--- config.mk ---
export PLATFORM = sky130hd
export DESIGN_NAME = sync_pulse_doubled_byte_serializer_flat
export DESIGN_NICKNAME = d
export VERILOG_FILES = /design/src/rtl/spdbs_pkg.sv /design/src/rtl/spdbs_chan_if.sv /design/src/rtl/sync_pulse_doubled_byte_serializer.sv /design/src/flat_wrapper.sv
export SDC_FILE = /design/constraint.sdc
export NUM_CORES = 1
export LEC_CHECK = 0
export BUFFER_PORTS_ARGS = -buffer_cell sky130_fd_sc_hd__buf_2
export CORE_MARGIN = 2
export CORE_UTILIZATION = 35
export DETAILED_ROUTE_END_ITERATION = 12
export GPL_TIMING_DRIVEN = 0
export SKIP_CTS_REPAIR_TIMING = 1
export SLEW_MARGIN = 30
export SYNTH_ARGS = -nofsm -noshare
export SYNTH_HDL_FRONTEND = slang
export SYNTH_SLANG_ARGS = --single-unit
--- constraint.sdc ---
create_clock -name clk -period 3.5 [get_ports clk]
set_clock_uncertainty 0.05 [all_clocks]
set_input_delay 0.175 -clock clk [delete_from_list [all_inputs] [get_ports clk]]
set_output_delay 0.175 -clock clk [all_outputs]
set_load 0.02 [all_outputs]
--- src/rtl/spdbs_pkg.sv ---
`default_nettype none
package spdbs_pkg;

	localparam int TICKS_W   = 12;
	localparam int SLOT_W    = TICKS_W + 1;
	localparam int BIT_IDX_W = 4;
	localparam int CFG_IDX_W = 1;

	localparam logic [TICKS_W-1:0]   SYNC_TICKS_RST = TICKS_W'(10);
	localparam logic [TICKS_W-1:0]   BIT_TICKS_RST  = TICKS_W'(10);
	localparam logic [BIT_IDX_W-1:0] LAST_SLOT      = BIT_IDX_W'(15);

	localparam logic [7:0] START_MARK = 8'hFF;
	localparam logic [7:0] END_MARK   = 8'h00;

	typedef enum logic [1:0] {
		OP_TICK  = 2'd0,
		OP_CHAR  = 2'd1,
		OP_START = 2'd2,
		OP_END   = 2'd3
	} op_t;

	typedef enum logic [CFG_IDX_W-1:0] {
		REG_SYNC_TICKS = 1'b0,
		REG_BIT_TICKS  = 1'b1
	} reg_idx_t;

	typedef enum logic [1:0] {
		PH_IDLE = 2'd0,
		PH_SYNC = 2'd1,
		PH_DATA = 2'd2,
		PH_TAIL = 2'd3
	} phase_t;

	typedef struct packed {
		logic [1:0] op;
		logic [7:0] char_byte;
	} in_item_t;

	typedef struct packed {
		logic sync_level;
		logic data_level;
		logic busy_res;
		logic request_dropped;
	} out_item_t;

	typedef struct packed {
		logic [CFG_IDX_W-1:0] reg_index;
		logic [TICKS_W-1:0]   wr_data;
	} cfg_req_t;

endpackage
`default_nettype wire

--- src/rtl/spdbs_chan_if.sv ---
`default_nettype none
interface spdbs_chan_if #(
	parameter type payload_t = logic
);
	logic     valid;
	logic     ready;
	payload_t payload;

	modport source (output valid, output payload, input ready);
	modport sink   (input valid, input payload, output ready);
endinterface
`default_nettype wire

--- src/rtl/sync_pulse_doubled_byte_serializer.sv ---
`default_nettype none
// Sync-pulse doubled-byte serializer, two-pin transmitter paced by time-base ticks.
// Channels:
//   in_ch  : one request per item; op selects tick, send character, send start
//            marker (0xFF) or send end marker (0x00); char_byte is the character.
//   out_ch : one result per request: sync and data pin levels after the request,
//            busy flag, and a flag set when a send request was dropped while busy.
//   cfg    : register writes (sync_ticks, bit_ticks), always ready; write only
//            while no result is pending.
// A frame: sync high for sync_ticks ticks, the byte MSB first twice (16 slots of
// bit_ticks ticks), then a tail of 2*bit_ticks ticks with data held.
// A result is registered in the output register, or in the skid register if the
// output stalls. Throughput: one request per cycle while the skid register is not
// full; pins update per request by a counter decrement, a compare and a bit select.
// Receiver stall: results go to the output register, then to a single skid
// register; in_ch.ready drops only while the skid register is full.
// Reset: phase idle, both pins low, registers back to 10 ticks, no result pending.
module sync_pulse_doubled_byte_serializer (
	input  wire  clk,
	input  wire  arst_n,
	spdbs_chan_if.sink   in_ch,
	spdbs_chan_if.sink   cfg,
	spdbs_chan_if.source out_ch
);

	// configuration
	logic [spdbs_pkg::TICKS_W-1:0] sync_ticks_q;
	logic [spdbs_pkg::TICKS_W-1:0] bit_ticks_q;
	spdbs_pkg::cfg_req_t           cfg_req;

	// frame state
	spdbs_pkg::phase_t               phase_q, phase_d;
	logic [spdbs_pkg::SLOT_W-1:0]    slot_q, slot_d, slot_dec;
	logic [spdbs_pkg::BIT_IDX_W-1:0] bit_idx_q, bit_idx_d, bit_idx_inc;
	logic [7:0]                      frame_q, frame_d;
	logic                            data_pin_q, data_pin_d;
	logic                            sync_pin_q, sync_pin_d;
	logic                            dropped;

	logic [spdbs_pkg::TICKS_W-1:0] sync_len, bit_len;
	spdbs_pkg::in_item_t           req;
	spdbs_pkg::out_item_t          res;

	// output register and skid register
	spdbs_pkg::out_item_t out_s1, skid_q;
	logic                 out_vld_q, skid_vld_q;
	logic                 accept, pop;

	assign cfg_req   = cfg.payload;
	assign cfg.ready = 1'b1;

	always_ff @(posedge clk or negedge arst_n) begin
		if (!arst_n) begin
			sync_ticks_q <= spdbs_pkg::SYNC_TICKS_RST;
			bit_ticks_q  <= spdbs_pkg::BIT_TICKS_RST;
		end else if (cfg.valid) begin
			case (cfg_req.reg_index)
				spdbs_pkg::REG_SYNC_TICKS: sync_ticks_q <= cfg_req.wr_data;
				spdbs_pkg::REG_BIT_TICKS:  bit_ticks_q  <= cfg_req.wr_data;
				default: ;
			endcase
		end
	end

	// a zero length acts as one tick
	assign sync_len = (sync_ticks_q == '0) ? spdbs_pkg::TICKS_W'(1) : sync_ticks_q;
	assign bit_len  = (bit_ticks_q == '0) ? spdbs_pkg::TICKS_W'(1) : bit_ticks_q;

	assign req         = in_ch.payload;
	assign slot_dec    = (slot_q != '0) ? slot_q - spdbs_pkg::SLOT_W'(1) : slot_q;
	assign bit_idx_inc = bit_idx_q + spdbs_pkg::BIT_IDX_W'(1);

	// next state
	always_comb begin
		phase_d    = phase_q;
		slot_d     = slot_q;
		bit_idx_d  = bit_idx_q;
		frame_d    = frame_q;
		data_pin_d = data_pin_q;
		sync_pin_d = sync_pin_q;
		dropped    = 1'b0;
		if (req.op == spdbs_pkg::OP_TICK) begin
			if (phase_q != spdbs_pkg::PH_IDLE) begin
				slot_d = slot_dec;
				if (slot_dec == '0) begin
					case (phase_q)
						spdbs_pkg::PH_SYNC: begin
							sync_pin_d = 1'b0;
							phase_d    = spdbs_pkg::PH_DATA;
							bit_idx_d  = '0;
							data_pin_d = frame_q[7];
							slot_d     = {1'b0, bit_len};
						end
						spdbs_pkg::PH_DATA: begin
							if (bit_idx_q == spdbs_pkg::LAST_SLOT) begin
								phase_d = spdbs_pkg::PH_TAIL;
								slot_d  = {bit_len, 1'b0};
							end else begin
								// slot bit: MSB first, each byte sent twice
								bit_idx_d  = bit_idx_inc;
								data_pin_d = frame_q[~bit_idx_inc[2:0]];
								slot_d     = {1'b0, bit_len};
							end
						end
						spdbs_pkg::PH_TAIL: phase_d = spdbs_pkg::PH_IDLE;
						default: ;
					endcase
				end
			end
		end else if (phase_q != spdbs_pkg::PH_IDLE) begin
			dropped = 1'b1;
		end else begin
			case (req.op)
				spdbs_pkg::OP_CHAR:  frame_d = req.char_byte;
				spdbs_pkg::OP_START: frame_d = spdbs_pkg::START_MARK;
				default:             frame_d = spdbs_pkg::END_MARK;
			endcase
			phase_d    = spdbs_pkg::PH_SYNC;
			sync_pin_d = 1'b1;
			bit_idx_d  = '0;
			slot_d     = {1'b0, sync_len};
		end
	end

	// result of this request
	always_comb begin
		res.sync_level      = sync_pin_d;
		res.data_level      = data_pin_d;
		res.busy_res        = (phase_d != spdbs_pkg::PH_IDLE);
		res.request_dropped = dropped;
	end

	assign in_ch.ready = !skid_vld_q;
	assign accept      = in_ch.valid && in_ch.ready;
	assign pop         = out_vld_q && out_ch.ready;

	always_ff @(posedge clk or negedge arst_n) begin
		if (!arst_n) begin
			phase_q    <= spdbs_pkg::PH_IDLE;
			slot_q     <= '0;
			bit_idx_q  <= '0;
			frame_q    <= '0;
			data_pin_q <= 1'b0;
			sync_pin_q <= 1'b0;
		end else if (accept) begin
			phase_q    <= phase_d;
			slot_q     <= slot_d;
			bit_idx_q  <= bit_idx_d;
			frame_q    <= frame_d;
			data_pin_q <= data_pin_d;
			sync_pin_q <= sync_pin_d;
		end
	end

	// advance the output register; park a result in the skid when stalled
	always_ff @(posedge clk or negedge arst_n) begin
		if (!arst_n) begin
			out_vld_q  <= 1'b0;
			skid_vld_q <= 1'b0;
		end else begin
			if (pop) begin
				if (skid_vld_q) begin
					skid_vld_q <= 1'b0;
				end else if (!accept) begin
					out_vld_q <= 1'b0;
				end
			end
			if (accept) begin
				if (!out_vld_q || pop) begin
					out_vld_q <= 1'b1;
				end else begin
					skid_vld_q <= 1'b1;
				end
			end
		end
	end

	always_ff @(posedge clk) begin
		if (pop && skid_vld_q) begin
			out_s1 <= skid_q;
		end else if (accept && (!out_vld_q || pop)) begin
			out_s1 <= res;
		end
		if (accept && out_vld_q && !pop) begin
			skid_q <= res;
		end
	end

	assign out_ch.valid   = out_vld_q;
	assign out_ch.payload = out_s1;

endmodule
`default_nettype wire

--- src/flat_wrapper.sv ---
// flat-port wrapper written by rule: the top's interface ports become plain ports
module sync_pulse_doubled_byte_serializer_flat import spdbs_pkg::*;
  (clk, arst_n, in_ch_valid, in_ch_payload, in_ch_ready, cfg_valid, cfg_payload, cfg_ready, out_ch_valid, out_ch_payload, out_ch_ready);
  spdbs_chan_if #(.payload_t(in_item_t)) in_ch_i ();
  spdbs_chan_if #(.payload_t(cfg_req_t)) cfg_i ();
  spdbs_chan_if #(.payload_t(out_item_t)) out_ch_i ();
  input  wire clk;
  input  wire arst_n;
  input wire logic [$bits(in_ch_i.valid)-1:0] in_ch_valid;
  input wire logic [$bits(in_ch_i.payload)-1:0] in_ch_payload;
  output wire logic [$bits(in_ch_i.ready)-1:0] in_ch_ready;
  input wire logic [$bits(cfg_i.valid)-1:0] cfg_valid;
  input wire logic [$bits(cfg_i.payload)-1:0] cfg_payload;
  output wire logic [$bits(cfg_i.ready)-1:0] cfg_ready;
  output wire logic [$bits(out_ch_i.valid)-1:0] out_ch_valid;
  output wire logic [$bits(out_ch_i.payload)-1:0] out_ch_payload;
  input wire logic [$bits(out_ch_i.ready)-1:0] out_ch_ready;
  assign in_ch_i.valid = in_ch_valid;
  assign in_ch_i.payload = in_ch_payload;
  assign in_ch_ready = in_ch_i.ready;
  assign cfg_i.valid = cfg_valid;
  assign cfg_i.payload = cfg_payload;
  assign cfg_ready = cfg_i.ready;
  assign out_ch_valid = out_ch_i.valid;
  assign out_ch_payload = out_ch_i.payload;
  assign out_ch_i.ready = out_ch_ready;
  sync_pulse_doubled_byte_serializer u_core (.clk(clk), .arst_n(arst_n), .in_ch(in_ch_i), .cfg(cfg_i), .out_ch(out_ch_i));
endmodule
==> results.toml <==
[run_status]
status = "completed"

[worst_setup_path]
setup.worst_path.class = "register to register"
crit_fanout = 6
critical-path-max-stage-delay_ns = 0.46
crit_family = "simple AND/OR/NAND/NOR gates"
cp_num_buf_inv = 1
timing.rr.start = "u_core.slot_q[0]"
r2r_slack_ns = 0.29
slowest_stage = "dfrtp_1"
worst_setup_path_start_kind = "register"
required_ns = 3.55
r2r-end = "u_core.out_ch.payload[2]"
worstSetupPathDepth = 9
reg2reg_depth = 9
crit_arrival_ns = 3.27
crit_top_cell = "mux2_4"
crit_chain = "inv_1 > ha_1 > or3b_1 > o31ai_1 > o311a_1 > and3_4 > and4b_1 > mux2_4 > mux2_4"
cp-end-kind = "register"

[timing]
tightest_slew_ns = 0.706
post-route-period-util_pct = 91.8
rsz0062_at_grt = "false"
final-setup-viol-count = 0
worst_slack_ns = 0.287
finalSetupTns_ns = 0
slew_violations = 0
min_period_ns = 3.21
max_freq_ghz = 0.311
hold_viol = 0
relSlewSlack_pct = 52.9

[finish]
antenna_cells = 0
drive_gt1_share_pct = 25.7
final_nets = 463
fin_area_um2 = 4410
fillerInstances = 1058
area_growth_pct = 14.3

[route]
detail-route-antenna-nets = 0
wl_met2_um = 4250
wl_per_cell_um = 16.6
drt-met1-wl_um = 4600
drt-total-wl_um = 9440
top_layer = "met4"
firstDrtPassIters = 5
remaining_drc_errors = 0
met3_wirelength_um = 393
routed_via_density = 5.55
vias = 3155
drt_iter0_drc = 213

[yosys]
synth_nets = 415
ys.flop_type = "dfrtp_1"
synth_cells = 375
synthDistinctLibCells = 71
synth-edff-count = 8
syn_avg_cell_area_um2 = 10.3
syn_area_um2 = 3860
synth_seq_cells = 63
yosysSeqAreaShare_pct = 42.0
synth-async-reset-ratio_pct = 87.3
yosys_warnings = 0

[die]
io_pins = 35
fp.dieArea_um2 = 11900
die_h_um = 109
die_w_um = 109
start_util_pct = 35.8
core_um2 = 10800
rows = 38

[global_routing]
grt_pass1_vias = 3107
antenna_found_initial = 0
grt_max_degree = 56
grt_pass1_wl_um = 15900
grt_overflow = 0
grt_usage_pct = 17.2

[power_and_ir_drop]
p_clk_share_pct = 21.4
power.internal_mw = 1.61
vdd_drop_max_mv = 0.239
comb_power_share_pct = 35.8
leakagePower_nw = 1.78
p_total_mw = 2.63
powerDensity_nw_per_um2 = 596
power.switching_mw = 1.02
p_seq_share_pct = 42.9
p_sw_share_pct = 38.7

[clocking]
cts_tree = "built"
clock_latency_ns = 0.35
path_clk_slew_ns = 0.07
cts_buffers = 9
clock_sinks = 63
cts_buffer_depth = 2
cts_root_buffer = "clkbuf_8"
htree_levels = 3

[placement]
port_buffers = 33
dpl-instance-area_um2 = 4200
dpl_worst_slack_ns = 0.118
place_congestion = 0.901
detailedPlacementHpwl_um = 6930

[hold_path]
holdCritStartpoint = "cfg_payload[0]"
hold_depth = 2
min_path_type = "input pin to register"
hold_end = "u_core.sync_ticks_q[0]"

[run]
cap_violations = 0
==> power groups by stage <==
stage	sequential, mW	combinational (mW)	clock (mW)
final	1.13	0.940	0.563
after global routing	1.15	1.04	0.606
after CTS	1.12	0.928	0.579
after detailed placement	1.13	0.923	0
after global placement	1.13	0.905	0
after floorplan	1.11	0.680	0
==> synthesized netlist by cell type, types with 4 or more instances <==
cell,count,share of area (%)
a21o_1,6,1.2
a21oi_1,27,3.5
a22o_1,16,3.6
a31oi_1,7,1.1
and3_1,7,1.1
buf_2,4,0.52
clkbuf_1,10,0.97
dfrtp_1,51,33
dfstp_2,4,2.7
edfxtp_1,8,6.2
ha_1,12,3.9
inv_1,12,1.2
mux2_2,27,7.9
mux2i_1,6,1.6
nand2_1,24,2.3
nand3_1,9,1.2
nand4_1,6,0.97
nor2_1,21,2.0
nor3_1,12,1.6
nor4_1,9,1.5
o21ai_0,12,1.6
o31ai_1,4,0.78
or3_1,5,0.81
==> kinds of logic after synthesis <==
logic type                 count (synthesis)  share of synthesized area (%)
and+or+nand+nor                          120                           18.0
AOI/OAI and AO/OA                        103                           19.3
DFF                                       63                           42.0
muxes                                     39                           12.0
buffers and inverters                     35                           4.31
adders and majority gates                 12                           3.89
xor gates and xnor gates                   2                          0.454
other                                      1                         0.0972
==> routing by layer <==
layer / GRT usage [%] / up-vias
met4: 7.14 / 0
li1: - / 1524
met2: 26.3 / 78
met1: 23.8 / 1539
met5: 0 / -
met3: 3.35 / 14
==> worst max path at each step <==
stage,start,endpoint,slack (ns)
global route,u_core.slot_q[0],u_core.out_ch.payload[2],0.15
CTS,u_core.slot_q[0],u_core.out_ch.payload[2],0.11
floorplan,u_core.slot_q[0],u_core.out_ch.payload[2],0.59
detailed placement,u_core.slot_q[0],u_core.out_ch.payload[2],0.12
global placement,u_core.slot_q[0],u_core.out_ch.payload[2],0.14
finish,u_core.slot_q[0],u_core.out_ch.payload[2],0.29
==> through the flow <==
stage	cells	util [%]	hold slack (ns)
2_1_floorplan	375	-	-0.171
3_3_place_gp	548	38.9	0.330
3_5_place_dp	548	38.9	0.227
4_1_cts	564	40.6	-0.152
5_1_grt	568	40.9	0.0111
6_report	568	40.9	0.0141
==> registers in the layout, summed over array words and instances, names as in the netlist <==
signal and cells:
u_core.bit_idx_q 4, u_core.skid_q 4, u_core.frame_q 8, u_core.sync_ticks_q 12, u_core.bit_ticks_q 12, u_core.out_ch.valid 1, u_core.out_ch.payload 4, u_core.sync_pin_q 1
u_core.slot_q 13, u_core.phase_q 2, u_core.data_pin_q 1, u_core.skid_vld_q 1
==> area by class of cell <==
class	instances	area (um2)	area share, %
multi-input cells	277	2070	47.0
flip-flops and latches	63	1620	36.7
repair buffers	37	203	4.59
well taps	140	175	3.97
clock buffers	11	141	3.20
plain buffers	22	118	2.67
inverters	13	48.8	1.11
clock inverters	5	33.8	0.766
==> placed cells by master, fill, tap and decap left out, drive strengths merged, types with 13 or more instances in the layout <==
master / n
a21oi: 27
a22o: 16
buf: 47
clkbuf: 21
dfrtp: 51
mux2: 31
nand2: 24
nor2: 21
o21ai: 13
Power figures use the tool's default switching activity.
